--- src/rtl/csvt_pkg.sv ---
`timescale 1ns / 1ps

package csvt_pkg;

   localparam logic [7:0] CH_LF = 8'd10;
   localparam logic [7:0] CH_CR = 8'd13;

   localparam int CSR_INDEX_W = 3;
   localparam int CSR_DATA_W  = 8;

   localparam int QUEUE_DEPTH = 4;
   localparam int QUEUE_PTR_W = $clog2(QUEUE_DEPTH);
   localparam int MAX_TOKENS  = 3;

   typedef enum logic [1:0] {
      KIND_BYTE       = 2'd0,
      KIND_FIELD_END  = 2'd1,
      KIND_RECORD_END = 2'd2,
      KIND_TABLE_END  = 2'd3
   } kind_type;

   typedef enum logic [CSR_INDEX_W-1:0] {
      CFG_SEPARATOR     = 3'd0,
      CFG_QUOTE         = 3'd1,
      CFG_QUOTE_ENABLE  = 3'd2,
      CFG_ESCAPE_FIRST  = 3'd3,
      CFG_ESCAPE_SECOND = 3'd4,
      CFG_ESCAPE_ENABLE = 3'd5
   } cfg_index_type;

   typedef struct packed {
      logic [7:0] separator_byte;
      logic [7:0] quote_byte;
      logic       quote_enable;
      logic [7:0] escape_first;
      logic [7:0] escape_second;
      logic       escape_enable;
   } cfg_type;

   localparam cfg_type CFG_RESET = '{
      separator_byte: 8'd44,
      quote_byte:     8'd34,
      quote_enable:   1'b1,
      escape_first:   8'd34,
      escape_second:  8'd34,
      escape_enable:  1'b1
   };

   typedef struct packed {
      logic within_quotes;
      logic line_has_content;
      logic in_newline_run;
      logic escape_pending;
      logic table_done;
   } parse_state_type;

   typedef struct packed {
      kind_type   kind;
      logic [7:0] data;
   } token_type;

   typedef struct packed {
      logic [1:0]                 cnt;
      token_type [MAX_TOKENS-1:0] toks;
   } entry_type;

   typedef struct packed {
      logic not_full;
      logic not_empty;
   } queue_status_type;

   typedef struct packed {
      parse_state_type st;
      logic            emit;
      token_type       tok;
   } body_res_type;

   typedef struct packed {
      parse_state_type st;
      entry_type       ent;
   } step_res_type;

   function automatic logic is_newline(logic [7:0] b);
      return (b == CH_LF) || (b == CH_CR);
   endfunction

   function automatic step_res_type add_tok(step_res_type r, token_type t);
      step_res_type o;
      o = r;
      if (r.ent.cnt != 2'd3) begin
         o.ent.toks[r.ent.cnt] = t;
         o.ent.cnt = r.ent.cnt + 2'd1;
      end
      return o;
   endfunction

   // quote, newline and plain byte
   function automatic body_res_type body_fn(parse_state_type s, cfg_type c, logic [7:0] b);
      body_res_type r;
      r.st = s;
      r.emit = 1'b0;
      r.tok = '{kind: KIND_BYTE, data: 8'd0};
      if (c.quote_enable && (b == c.quote_byte)) begin
         r.st.within_quotes = !s.within_quotes;
         r.st.line_has_content = 1'b1;
      end else if (!s.within_quotes && is_newline(b)) begin
         r.emit = 1'b1;
         if (s.line_has_content) begin
            r.tok.kind = KIND_RECORD_END;
            r.st.line_has_content = 1'b0;
            r.st.within_quotes = 1'b0;
            r.st.in_newline_run = 1'b1;
         end else begin
            r.tok.kind = KIND_TABLE_END;
            r.st.table_done = 1'b1;
         end
      end else begin
         r.emit = 1'b1;
         r.tok = '{kind: KIND_BYTE, data: b};
         r.st.line_has_content = 1'b1;
      end
      return r;
   endfunction

   function automatic step_res_type step_fn(parse_state_type s, cfg_type c, logic at_end,
                                            logic [7:0] b);
      step_res_type r;
      body_res_type br;
      logic consumed;
      logic skip;
      r.st = s;
      r.ent = '0;
      consumed = 1'b0;
      skip = 1'b0;
      if (!s.table_done) begin
         if (s.escape_pending) begin
            r.st.escape_pending = 1'b0;
            if (!at_end && (b == c.escape_second)) begin
               r = add_tok(r, '{kind: KIND_BYTE, data: c.quote_byte});
               r.st.line_has_content = 1'b1;
               consumed = 1'b1;
            end else begin
               br = body_fn(r.st, c, c.escape_first);
               r.st = br.st;
               if (br.emit) begin
                  r = add_tok(r, br.tok);
               end
            end
         end
         if (!consumed && !r.st.table_done) begin
            if (at_end) begin
               if (r.st.line_has_content) begin
                  r = add_tok(r, '{kind: KIND_RECORD_END, data: 8'd0});
               end
               r = add_tok(r, '{kind: KIND_TABLE_END, data: 8'd0});
               r.st.line_has_content = 1'b0;
               r.st.within_quotes = 1'b0;
               r.st.in_newline_run = 1'b0;
               r.st.table_done = 1'b1;
            end else begin
               if (r.st.in_newline_run) begin
                  if (is_newline(b)) begin
                     skip = 1'b1;
                  end else begin
                     r.st.in_newline_run = 1'b0;
                  end
               end
               if (!skip) begin
                  if (!r.st.within_quotes && (b == c.separator_byte)) begin
                     r = add_tok(r, '{kind: KIND_FIELD_END, data: 8'd0});
                     r.st.line_has_content = 1'b1;
                  end else if (c.quote_enable && c.escape_enable && (b == c.escape_first)) begin
                     r.st.escape_pending = 1'b1;
                  end else begin
                     br = body_fn(r.st, c, b);
                     r.st = br.st;
                     if (br.emit) begin
                        r = add_tok(r, br.tok);
                     end
                  end
               end
            end
         end
      end
      return r;
   endfunction

endpackage

--- src/rtl/csvt_if.sv ---
`timescale 1ns / 1ps

interface csvt_req_if;
   logic       valid;
   logic       ready;
   logic       req_type;
   logic [7:0] in_byte;
   modport source (output valid, output req_type, output in_byte, input ready);
   modport sink (input valid, input req_type, input in_byte, output ready);
endinterface

interface csvt_rsp_if;
   logic                valid;
   logic                ready;
   csvt_pkg::kind_type  token_kind;
   logic [7:0]          out_byte;
   logic                last_of_run;
   modport source (output valid, output token_kind, output out_byte, output last_of_run,
                   input ready);
   modport sink (input valid, input token_kind, input out_byte, input last_of_run,
                 output ready);
endinterface

interface csvt_csr_if;
   logic                             valid;
   logic                             ready;
   logic [csvt_pkg::CSR_INDEX_W-1:0] index;
   logic [csvt_pkg::CSR_DATA_W-1:0]  data;
   modport source (output valid, output index, output data, input ready);
   modport sink (input valid, input index, input data, output ready);
endinterface

--- src/rtl/csv_record_tokenizer_top.sv ---
// path: an item is tokenized combinationally as it is accepted, and its results, if any, are
// written into a four-entry queue as one entry; the back end loads them one at a time into
// the output register. throughput: one item per cycle at the input while the queue is not
// full; results leave one per cycle while the receiver is ready. reset: synchronous, clears
// the parse flags, the queue and the output valid, and restores the default configuration
`timescale 1ns / 1ps

module csv_record_tokenizer_top (
   input  logic       clock,
   input  logic       reset,
   csvt_req_if.sink   req_ch,
   csvt_rsp_if.source rsp_ch,
   csvt_csr_if.sink   csr_ch
);

   csvt_pkg::queue_status_type q_status;
   csvt_pkg::entry_type        push_entry;
   csvt_pkg::entry_type        head_entry;
   logic                       push;
   logic                       pop;

   csvt_front u_front (
      .clock      (clock),
      .reset      (reset),
      .req_ch     (req_ch),
      .csr_ch     (csr_ch),
      .q_status   (q_status),
      .push       (push),
      .push_entry (push_entry)
   );

   csvt_queue u_queue (
      .clock      (clock),
      .reset      (reset),
      .push       (push),
      .push_entry (push_entry),
      .pop        (pop),
      .head_entry (head_entry),
      .q_status   (q_status)
   );

   csvt_back u_back (
      .clock      (clock),
      .reset      (reset),
      .head_entry (head_entry),
      .q_status   (q_status),
      .pop        (pop),
      .rsp_ch     (rsp_ch)
   );

endmodule

--- src/rtl/csvt_front.sv ---
`timescale 1ns / 1ps

module csvt_front (
   input  logic                       clock,
   input  logic                       reset,
   csvt_req_if.sink                   req_ch,
   csvt_csr_if.sink                   csr_ch,
   input  csvt_pkg::queue_status_type q_status,
   output logic                       push,
   output csvt_pkg::entry_type        push_entry
);

   csvt_pkg::cfg_type         cfg_ff, cfg_in;
   csvt_pkg::parse_state_type st_ff, st_in;
   csvt_pkg::step_res_type    res;
   logic                      accept;

   assign csr_ch.ready = 1'b1;
   assign req_ch.ready = q_status.not_full;
   assign accept = req_ch.valid && q_status.not_full;

   assign res = csvt_pkg::step_fn(st_ff, cfg_ff, req_ch.req_type, req_ch.in_byte);

   assign push = accept && (res.ent.cnt != 2'd0);
   assign push_entry = res.ent;

   always_comb begin
      cfg_in = cfg_ff;
      if (csr_ch.valid) begin
         case (csvt_pkg::cfg_index_type'(csr_ch.index))
            csvt_pkg::CFG_SEPARATOR:     cfg_in.separator_byte = csr_ch.data;
            csvt_pkg::CFG_QUOTE:         cfg_in.quote_byte = csr_ch.data;
            csvt_pkg::CFG_QUOTE_ENABLE:  cfg_in.quote_enable = csr_ch.data[0];
            csvt_pkg::CFG_ESCAPE_FIRST:  cfg_in.escape_first = csr_ch.data;
            csvt_pkg::CFG_ESCAPE_SECOND: cfg_in.escape_second = csr_ch.data;
            csvt_pkg::CFG_ESCAPE_ENABLE: cfg_in.escape_enable = csr_ch.data[0];
            default: cfg_in = cfg_ff;
         endcase
      end
   end

   assign st_in = accept ? res.st : st_ff;

   always_ff @(posedge clock) begin
      if (reset) begin
         cfg_ff <= csvt_pkg::CFG_RESET;
         st_ff <= '0;
      end else begin
         cfg_ff <= cfg_in;
         st_ff <= st_in;
      end
   end

endmodule

--- src/rtl/csvt_queue.sv ---
`timescale 1ns / 1ps

module csvt_queue (
   input  logic                       clock,
   input  logic                       reset,
   input  logic                       push,
   input  csvt_pkg::entry_type        push_entry,
   input  logic                       pop,
   output csvt_pkg::entry_type        head_entry,
   output csvt_pkg::queue_status_type q_status
);

   csvt_pkg::entry_type                  mem_ff [csvt_pkg::QUEUE_DEPTH];
   logic [csvt_pkg::QUEUE_PTR_W-1:0]     wr_ptr_ff, wr_ptr_in;
   logic [csvt_pkg::QUEUE_PTR_W-1:0]     rd_ptr_ff, rd_ptr_in;
   logic [csvt_pkg::QUEUE_PTR_W:0]       count_ff, count_in;

   assign q_status.not_full  = (count_ff != (csvt_pkg::QUEUE_PTR_W + 1)'(csvt_pkg::QUEUE_DEPTH));
   assign q_status.not_empty = (count_ff != '0);
   assign head_entry = mem_ff[rd_ptr_ff];

   always_comb begin
      wr_ptr_in = push ? wr_ptr_ff + 1'b1 : wr_ptr_ff;
      rd_ptr_in = pop ? rd_ptr_ff + 1'b1 : rd_ptr_ff;
      count_in = count_ff;
      if (push && !pop) begin
         count_in = count_ff + 1'b1;
      end else if (pop && !push) begin
         count_in = count_ff - 1'b1;
      end
   end

   always_ff @(posedge clock) begin
      if (reset) begin
         wr_ptr_ff <= '0;
         rd_ptr_ff <= '0;
         count_ff <= '0;
      end else begin
         wr_ptr_ff <= wr_ptr_in;
         rd_ptr_ff <= rd_ptr_in;
         count_ff <= count_in;
      end
   end

   always_ff @(posedge clock) begin
      if (push) begin
         mem_ff[wr_ptr_ff] <= push_entry;
      end
   end

endmodule

--- src/rtl/csvt_back.sv ---
`timescale 1ns / 1ps

module csvt_back (
   input  logic                       clock,
   input  logic                       reset,
   input  csvt_pkg::entry_type        head_entry,
   input  csvt_pkg::queue_status_type q_status,
   output logic                       pop,
   csvt_rsp_if.source                 rsp_ch
);

   logic [1:0]          sub_ff, sub_in;
   logic                valid_ff, valid_in;
   csvt_pkg::token_type tok_ff, tok_in;
   logic                last_ff, last_in;
   logic                load;
   logic                is_last;

   assign load = q_status.not_empty && (!valid_ff || rsp_ch.ready);
   assign is_last = (sub_ff == (head_entry.cnt - 2'd1));
   assign pop = load && is_last;

   always_comb begin
      sub_in = sub_ff;
      valid_in = valid_ff;
      tok_in = tok_ff;
      last_in = last_ff;
      if (load) begin
         valid_in = 1'b1;
         tok_in = head_entry.toks[sub_ff];
         last_in = is_last;
         sub_in = is_last ? 2'd0 : sub_ff + 2'd1;
      end else if (rsp_ch.ready) begin
         valid_in = 1'b0;
      end
   end

   always_ff @(posedge clock) begin
      if (reset) begin
         sub_ff <= '0;
         valid_ff <= 1'b0;
      end else begin
         sub_ff <= sub_in;
         valid_ff <= valid_in;
      end
   end

   always_ff @(posedge clock) begin
      tok_ff <= tok_in;
      last_ff <= last_in;
   end

   assign rsp_ch.valid = valid_ff;
   assign rsp_ch.token_kind = tok_ff.kind;
   assign rsp_ch.out_byte = tok_ff.data;
   assign rsp_ch.last_of_run = last_ff;

endmodule

--- src/flat_wrapper.sv ---
// flat-port wrapper written by rule: the top's interface ports become plain ports
module csv_record_tokenizer_top_flat 
  (clock, reset, req_ch_valid, req_ch_req_type, req_ch_in_byte, req_ch_ready, rsp_ch_valid, rsp_ch_token_kind, rsp_ch_out_byte, rsp_ch_last_of_run, rsp_ch_ready, csr_ch_valid, csr_ch_index, csr_ch_data, csr_ch_ready);
  csvt_req_if req_ch_i ();
  csvt_rsp_if rsp_ch_i ();
  csvt_csr_if csr_ch_i ();
  input  logic clock;
  input  logic reset;
  input wire logic [$bits(req_ch_i.valid)-1:0] req_ch_valid;
  input wire logic [$bits(req_ch_i.req_type)-1:0] req_ch_req_type;
  input wire logic [$bits(req_ch_i.in_byte)-1:0] req_ch_in_byte;
  output wire logic [$bits(req_ch_i.ready)-1:0] req_ch_ready;
  output wire logic [$bits(rsp_ch_i.valid)-1:0] rsp_ch_valid;
  output wire logic [$bits(rsp_ch_i.token_kind)-1:0] rsp_ch_token_kind;
  output wire logic [$bits(rsp_ch_i.out_byte)-1:0] rsp_ch_out_byte;
  output wire logic [$bits(rsp_ch_i.last_of_run)-1:0] rsp_ch_last_of_run;
  input wire logic [$bits(rsp_ch_i.ready)-1:0] rsp_ch_ready;
  input wire logic [$bits(csr_ch_i.valid)-1:0] csr_ch_valid;
  input wire logic [$bits(csr_ch_i.index)-1:0] csr_ch_index;
  input wire logic [$bits(csr_ch_i.data)-1:0] csr_ch_data;
  output wire logic [$bits(csr_ch_i.ready)-1:0] csr_ch_ready;
  assign req_ch_i.valid = req_ch_valid;
  assign req_ch_i.req_type = req_ch_req_type;
  assign req_ch_i.in_byte = req_ch_in_byte;
  assign req_ch_ready = req_ch_i.ready;
  assign rsp_ch_valid = rsp_ch_i.valid;
  assign rsp_ch_token_kind = rsp_ch_i.token_kind;
  assign rsp_ch_out_byte = rsp_ch_i.out_byte;
  assign rsp_ch_last_of_run = rsp_ch_i.last_of_run;
  assign rsp_ch_i.ready = rsp_ch_ready;
  assign csr_ch_i.valid = csr_ch_valid;
  assign csr_ch_i.index = csr_ch_index;
  assign csr_ch_i.data = csr_ch_data;
  assign csr_ch_ready = csr_ch_i.ready;
  csv_record_tokenizer_top u_core (.clock(clock), .reset(reset), .req_ch(req_ch_i), .rsp_ch(rsp_ch_i), .csr_ch(csr_ch_i));
endmodule
--- config.mk ---
export PLATFORM = sky130hd
export DESIGN_NAME = csv_record_tokenizer_top_flat
export DESIGN_NICKNAME = d
export VERILOG_FILES = /design/src/rtl/csvt_pkg.sv /design/src/rtl/csvt_if.sv /design/src/rtl/csv_record_tokenizer_top.sv /design/src/rtl/csvt_front.sv /design/src/rtl/csvt_queue.sv /design/src/rtl/csvt_back.sv /design/src/flat_wrapper.sv
export SDC_FILE = /design/constraint.sdc
export NUM_CORES = 1
export LEC_CHECK = 0
export ABC_AREA = 1
export CAP_MARGIN = 0
export CORE_AREA = 3 3 117 119
export CTS_BUF_LIST = sky130_fd_sc_hd__clkbuf_2
export DETAILED_ROUTE_END_ITERATION = 10
export DIE_AREA = 0 0 120 122
export DONT_BUFFER_PORTS = 1
export PLACE_DENSITY_LB_ADDON = 0.3
export SYNTH_ARGS = -nofsm -noshare
export SYNTH_HDL_FRONTEND = slang
export SYNTH_SLANG_ARGS = --single-unit
--- constraint.sdc ---
create_clock -name clock -period 9.7 [get_ports clock]
set_clock_uncertainty 0.1 [all_clocks]
set_input_delay 0.97 -clock clock [delete_from_list [all_inputs] [get_ports clock]]
set_output_delay 0.97 -clock clock [all_outputs]
set_load 0.05 [all_outputs]
# Word level (Yosys, flattened, before mapping)

Memory sizes are Yosys's and may differ from the RTL's. A register that Yosys moved wholly into a read port is not among the register bits.
Index checks and enable logic that the tools add are counted.

Input bits: 25
Register bits: 60
ROM bits: 0
Word-level logic and storage cells: 179
Output and inout bits: 14
RAM bits: 128
Bits in latches: 0
Memories: 1

Memory list:

| name                  | words | width | rd ports | clocked after Yosys merged registers in | write ports | RTL line         | source |
|---|---|---|---|---|---|---|---|
| u_core.u_queue.mem_ff | 4     | 32    | 1        | 1                                       | 1           | csvt_queue.sv:13 | `csvt_pkg::entry_type mem_ff [csvt_pkg::QUEUE_DEPTH];` |

Multiplexer cells: 78
Shifts and indexed selects: 0
Add/sub/neg operators: 8
Eq/ne operators: 18
Magnitude comparators: 5
Divide/modulo/power cells: 0
Reduce and logical (&&, ||, !) cells: 40
Bitwise logic cells: 10
Multiply operators: 0

Operator list:

| cell                                                                          | number |
|---|---|
| 37-bit 2-to-1 mux                                                             | 7 |
| 32-bit 2-to-1 mux                                                             | 6 |
| 12-bit 2-to-1 mux                                                             | 11 |
| 34-bit 2-to-1 mux                                                             | 3 |
| 33-bit 2-to-1 mux                                                             | 2 |
| 27-bit bitwise AND                                                            | 2 |
| 27-bit NOT                                                                    | 2 |
| 10-bit demux with 2-bit select                                                | 2 |
| 8-bit equality test                                                           | 5 |
| 8-bit by 4-bit equality test with 1-bit output (second input constant)        | 4 |
| 31-bit 2-to-1 mux                                                             | 1 |
| 30-bit bitwise mux                                                            | 1 |
| 10-bit 2-to-1 mux                                                             | 3 |
| 1-bit 2-to-1 mux                                                              | 27 |
| 24-bit bitwise AND                                                            | 1 |
| 24-bit NOT                                                                    | 1 |
| 10-bit binary-select mux with 2-bit select                                    | 1 |
| 1-bit logical AND                                                             | 17 |
| 8-bit 2-to-1 mux                                                              | 2 |
| 3-bit 2-to-1 mux                                                              | 5 |
| 2-bit 2-to-1 mux                                                              | 7 |
| 2-bit AND reduction                                                           | 7 |
| 2-bit by 1-bit adder with 2-bit output (second input constant)                | 5 |
| 2-bit by 3-bit less-than comparator with 1-bit output (second input constant) | 3 |
| other kinds (18)                                                              | 34 |

# Depth between registers and ports, before layout

Depth in word-level cells: 39
Gate-level depth with buffers: 26
Gate-level depth less buffers: 25

# Modules after synthesis

A second synthesis with hierarchy kept.

Cells, all modules: 1018
Area, all modules: 9345.2 um^2

Modules (own cells, without submodules):

| module     | instances | cells each | area each (um^2) |
|---|---|---|---|
| csvt_queue | 1         | 368        | 5225.0 |
| csvt_front | 1         | 563        | 3388.2 |
| csvt_back  | 1         | 87         | 732.0 |

# Worst setup path before layout

No wires, ideal clock.

Kind: input port to flip-flop
Start point: in req_ch_in_byte[1]
End point: reg u_core.u_queue.count_ff[2] (netlist name)
Buffers on the path: 1
Data required time: 9.478 ns
Path slack: 5.775 ns
Stages on the path: 26
Arrival time: 3.703 ns
Library setup time: 0.122 ns
Cell sequence: buf_4 inv_2 nand2_1 nand2_1 nor2_1 nand3_1 nor2_1 nor2_4 nand2_2 inv_2 nor2_1 ha_1 nor2_1 nor2_1 nand2_1 nand2_2 nand2_4 nand2_4 inv_2 ha_1 inv_1 fa_1 a21oi_1 o21ai_0 o21ai_0 a21oi_1

Longest elaborated chain between the ends: 21
Elaborated cells on any way between the ends: 59

Ends and longest elaborated chain:

| what                                                           | RTL line                         | source |
|---|---|---|
| start: declaration                                             | flat_wrapper.sv:11               | `input wire logic [$bits(req_ch_i.in_byte)-1:0] req_ch_in_byte;` |
| 8-bit equality test, on equally long branches                  | csvt_pkg.sv:138, csvt_pkg.sv:103 |  |
| 1-bit logical AND, on equally long branches                    | csvt_pkg.sv:138, csvt_pkg.sv:103 |  |
| 37-bit 2-to-1 mux / 12-bit 2-to-1 mux (equally long branches)  | csvt_pkg.sv:138, csvt_pkg.sv:103 |  |
| 37-bit 2-to-1 mux / 12-bit 2-to-1 mux (equally long branches)  | csvt_pkg.sv:136, csvt_pkg.sv:172 |  |
| 37-bit 2-to-1 mux / 12-bit 2-to-1 mux (equally long branches)  | csvt_pkg.sv:135, csvt_pkg.sv:169 |  |
| 2-bit by 1-bit adder with 2-bit output (tied with other cells) | csvt_pkg.sv:92                   | `o.ent.cnt = r.ent.cnt + 2'd1;` |
| 32-bit 2-to-1 mux / 12-bit 2-to-1 mux (equally long branches)  | csvt_pkg.sv:90, csvt_pkg.sv:151  |  |
| 32-bit 2-to-1 mux / 12-bit 2-to-1 mux (equally long branches)  | csvt_pkg.sv:152, csvt_pkg.sv:150 |  |
| [6 not listed]                                                 | --                               |  |
| 37-bit 2-to-1 mux (*)                                          | csvt_pkg.sv:150                  | `if (!consumed && !r.st.table_done) begin` |
| 33-bit 2-to-1 mux (*)                                          | csvt_pkg.sv:135                  | `if (!s.table_done) begin` |
| 2-bit nonzero test (*)                                         | csvt_front.sv:24                 | `assign push = accept && (res.ent.cnt != 2'd0);` |
| 1-bit logical AND (*)                                          | csvt_front.sv:24                 |  |
| via u_core.push                                                | csv_record_tokenizer_top.sv:19   | `logic push;` |
| 1-bit zero test                                                | csvt_queue.sv:28                 | `end else if (pop && !push) begin` |
| 1-bit logical AND                                              | csvt_queue.sv:28                 |  |
| 2-bit nonzero test (no line)                                   | --                               |  |
| end signal: assignment                                         | csvt_queue.sv:41                 | `count_ff <= count_in;` |
| end: declaration                                               | csvt_queue.sv:16                 | `logic [csvt_pkg::QUEUE_PTR_W:0] count_ff, count_in;` |

Mark *: on every way through the listed nets, which the timed path passes. The rest lies on a longest branch. The select of a mux whose other input is x is not followed.
A chain may end at the register's enable or synchronous reset.

# Worst setup path after layout

Start point: reg u_core.u_front.cfg_ff[16] (netlist name)
End point: reg u_core.u_queue.count_ff[2] (netlist name)

Longest elaborated chain between the ends: 26
Elaborated cells on any way between the ends: 56

Ends and longest elaborated chain:

| what                         | RTL line                       | source |
|---|---|---|
| start: declaration           | csvt_front.sv:13               | `csvt_pkg::cfg_type cfg_ff, cfg_in;` |
| start signal: assignment     | csvt_front.sv:46               | `cfg_ff <= csvt_pkg::CFG_RESET;` |
| start signal: assignment     | csvt_front.sv:49               | `cfg_ff <= cfg_in;` |
| 8-bit equality test          | csvt_pkg.sv:103                | `if (c.quote_enable && (b == c.quote_byte)) begin` |
| 1-bit logical AND            | csvt_pkg.sv:103                |  |
| 12-bit 2-to-1 mux            | csvt_pkg.sv:103                |  |
| 12-bit 2-to-1 mux            | csvt_pkg.sv:138                | `if (!at_end && (b == c.escape_second)) begin` |
| 12-bit 2-to-1 mux            | csvt_pkg.sv:136                | `if (s.escape_pending) begin` |
| 12-bit 2-to-1 mux            | csvt_pkg.sv:135                |  |
| 31-bit 2-to-1 mux            | csvt_pkg.sv:145                | `if (br.emit) begin` |
| 37-bit 2-to-1 mux            | csvt_pkg.sv:138                |  |
| [11 not listed]              | --                             |  |
| 37-bit 2-to-1 mux (*)        | csvt_pkg.sv:150                |  |
| 33-bit 2-to-1 mux (*)        | csvt_pkg.sv:135                |  |
| 2-bit nonzero test (*)       | csvt_front.sv:24               |  |
| 1-bit logical AND (*)        | csvt_front.sv:24               |  |
| via u_core.push              | csv_record_tokenizer_top.sv:19 |  |
| 1-bit zero test              | csvt_queue.sv:28               |  |
| 1-bit logical AND            | csvt_queue.sv:28               |  |
| 2-bit nonzero test (no line) | --                             |  |

Marks and branches as above.

==> key figures <==
Status
  – Status: finished clean

Power
  – Max rail drop VDD: 218 uV
  – Combinational Power Share: 22.0%
  – Switch Pwr: 645 uW
  – P_leak: 0.00307 uW
  – Power Dens Cells: 214 nW/um^2
  – Sequential share of power: 54.7%
  – Switch share: 37.6%
  – Internal power: 1070 uW
  – Clk network pwr share: 23.3%

Place
  – PortBufs: 0
  – DP Wirelength: 14600 microns
  – Place WS: 5380 ps
  – DP Area: 7720 sq um
  – Dpl cells: 993
  – Routability cong.: 0.990

Setup path
  – Worst Setup EP: u_core.u_queue.count_ff[2]
  – Critical Path Sink Type: register
  – CP required: 10290 ps
  – R2R cell count: 25
  – CP max FO: 5
  – Crit start category: register
  – CP Class: register to register
  – Crit Reg-Reg Endpoint: u_core.u_queue.count_ff[2]
  – Worst Path Arrival: 4520 ps
  – Crit path from: u_core.u_front.cfg_ff[16]
  – Critical R2R Launch: u_core.u_front.cfg_ff[16]
  – FF-to-FF setup slack: 5780 ps

Final layout
  – Layout cells sized above 1: 12.1%
  – Area growth, synth to finish: 5.37%
  – Commonest non-fill, non-tap cell in the layout: nor2_1
  – Fin cells: 1026
  – FF+latch area: 4110 sq um
  – Area of the multi-input gates: 2970 sq um
  – Layout fillers: 1128
  – Final nets: 872
  – Most frequent cells in the layout: 146 x nor2_1, 103 x nand2_1, 103 x edfxtp_1
  – Design Area, Final: 8000 sq um

Yosys
  – Syn nets: 875
  – Sequential-to-total area share from yosys stat: 54.2%
  – Yosys warnings: 0
  – Yosys reg bits: 154
  – Mapped Area: 7590 sq um
  – Post-synthesis cell count: 843
  – Distinct cells, synth: 53
  – Average size of a mapped cell: 9.01 sq um

Clock network
  – Bufs on Longest Clock Path: 2
  – CTS Hold Bufs: 0
  – Post_cts resized: 0
  – H-tree depth: 4
  – Root Buffer: clkbuf_2
  – CTS Buf Count: 17
  – Worst-skew pair later-pin latency: 770 ps
  – CTS tree: built
  – CTS sink count: 154
  – Clock slew at reported path FFs: 230 ps
  – Post-CTS setup repair buffer count: 0

Global route
  – Vias in the first global route: 5870
  – Gr usage total: 28.8%
  – First-pass GRT wire length: 31800 microns
  – Congestion Overflow GR: 0
  – Antenna violations before repair: 1
  – Pin count of the biggest net entering global routing: 48

Timing
  – Hold slack: 126 ps
  – Min setup slack post-route: 5780 ps
  – Worst Max-Slew Pin Slew: 1080 ps
  – RSZ-0062 raised after global routing: no
  – Post-route minimum period: 3920 ps
  – Final worst path period share: 40.4%
  – F_max: 0.255 GHz
  – Slew margin rel.: 27.7%
  – Setup_tns: 0 ps
  – Fin. max-slew vios: 0
  – Final hold vios: 0
  – Count of final setup violators: 0

Detailed routing
  – Via density: 5.97
  – Detailed Routing Iterations Pass 1: 7
  – Drt drc: 0
  – Total number of vias: 6130
  – Iter 0 DRT Violations: 686
  – ANT nets after route: 0
  – Final wirelength: 20200 microns
  – DR WL/cell: 19.6 microns

Floorplanning
  – Starting Density: 59.9%
  – I/O pin cnt: 39
  – Area of the core: 12700 sq um
  – Die width: 120 microns
  – Height of the die: 122 microns
  – FP Rows: 41
  – Die ar.: 14600 sq um

Run
  – Max_cap viols: 0

Min path
  – Hold crit path type: input port to register
-- worst max-delay path: stages (launching register included) --
cell and delay (ps):
dfxtp_1 510, inv_1 130, nand2_1 120, nand2_1 60, inv_1 50, nand3_1 120
nor2_4 180, nor2_1 100, nand2_2 110, inv_2 60, nor2_1 190, ha_1 290
nor2_1 150, nor2_1 70, nand2_1 80, nand2_2 70, nand2_4 100, nand2_4 90
inv_2 60, ha_1 130, inv_1 80, fa_1 440, a21oi_1 170, o21ai_0 140
o21ai_0 180, a21oi_1 60
-- how the worst min path moves through the flow --
stage          cells past startpoint                         from                     endpoint  slack (ps)
5_1_grt                            1                        reset   u_core.u_queue.count_ff[0]          70
3_3_place_gp                       1  u_core.u_queue.rd_ptr_ff[0]                     register         360
6_report                           1                        reset   u_core.u_queue.count_ff[0]         130
2_1_floorplan                      2  u_core.u_queue.rd_ptr_ff[1]                     register         340
4_1_cts                            1                        reset   u_core.u_queue.count_ff[0]          50
3_5_place_dp                       1  u_core.u_queue.rd_ptr_ff[0]  u_core.u_queue.rd_ptr_ff[0]         380
-- sequential cells by signal, indices dropped and copies added (netlist names), named ones only --
name / flops
u_core.u_back.rsp_ch.last_of_run: 1
u_core.u_back.rsp_ch.out_byte: 8
u_core.u_back.rsp_ch.token_kind: 2
u_core.u_back.rsp_ch.valid: 1
u_core.u_back.sub_ff: 2
u_core.u_front.cfg_ff: 34
u_core.u_front.st_ff: 5
u_core.u_queue.count_ff: 3
u_core.u_queue.mem_ff: 92
u_core.u_queue.rd_ptr_ff: 2
u_core.u_queue.wr_ptr_ff: 2
-- cells by family after synthesis --
family / synth area share, %
adder cells (fa/ha/maj): 1.25
buffers and inverters: 6.82
flip-flops: 54.2
XOR/XNOR: 2.08
other: 0.0494
AND/OR/NAND/NOR: 20.7
AO/OA/AOI/OAI: 14.9
-- cell type report --
| type | instances | share of cell area [%] |
|---|---|---|
| multi-input combinational | 562 | 37.1 |
| clock inverter | 14 | 2.31 |
| clock buffer | 18 | 1.13 |
| tap | 172 | 2.69 |
| antenna | 1 | 0.0313 |
| timing repair buffer | 8 | 0.751 |
| sequential | 154 | 51.4 |
| inverter | 97 | 4.58 |
-- power by group through the flow --
| stage | registers, uW | logic (uW) | clock network [uW] |
|---|---|---|---|
| finish | 937 | 376 | 400 |
| global route | 945 | 421 | 431 |
| CTS | 938 | 376 | 405 |
| detailed placement | 952 | 374 | 0 |
| global placement | 950 | 363 | 0 |
| floorplan | 936 | 276 | 0 |
-- per-layer routing --
metal	routed length [microns]	GRT usage, %	vias up
met5	0	0	-
met4	530	12.7	0
met3	1470	7.06	38
met2	9560	45.7	268
met1	8600	37.8	2922
li1	-	-	2902
-- metrics by stage --
step           power, uW  util (%)
2_1_floorplan       1210         -
3_3_place_gp        1310      61.0
3_5_place_dp        1330      61.0
4_1_cts             1720      63.1
5_1_grt             1800      63.1
6_report            1710      63.1
-- Yosys cell counts (all sizes together) --
library cell	n	area [sq um]
nand3	38	245
o2111ai	2	17.5
a31oi	14	87.6
nand4	12	81.3
a2111oi	2	36.3
o221ai	3	26.3
o22ai	17	106
o311ai	1	8.76
conb	1	3.75
dfxtp	51	1020
o31ai	2	20.0
clkinv	3	11.3
buf	15	91.3
a41oi	4	35.0
a211oi	1	7.51
o21ai	92	460
edfxtp	103	3090
nand3b	1	7.51
ha	6	75.1
nor3	16	90.1
nand2	116	483
xor2	13	114
clkbuf	15	60.1
a32oi	2	17.5
a32o	1	10.0
o21bai	1	7.51
fa	1	20.0
inv	94	355
a221oi	2	23.8
o211ai	9	67.6
nor2	157	642
a21oi	39	199
nor4	4	25.0
xnor2	5	43.8
Note: power is estimated with default switching activity, not from simulation.
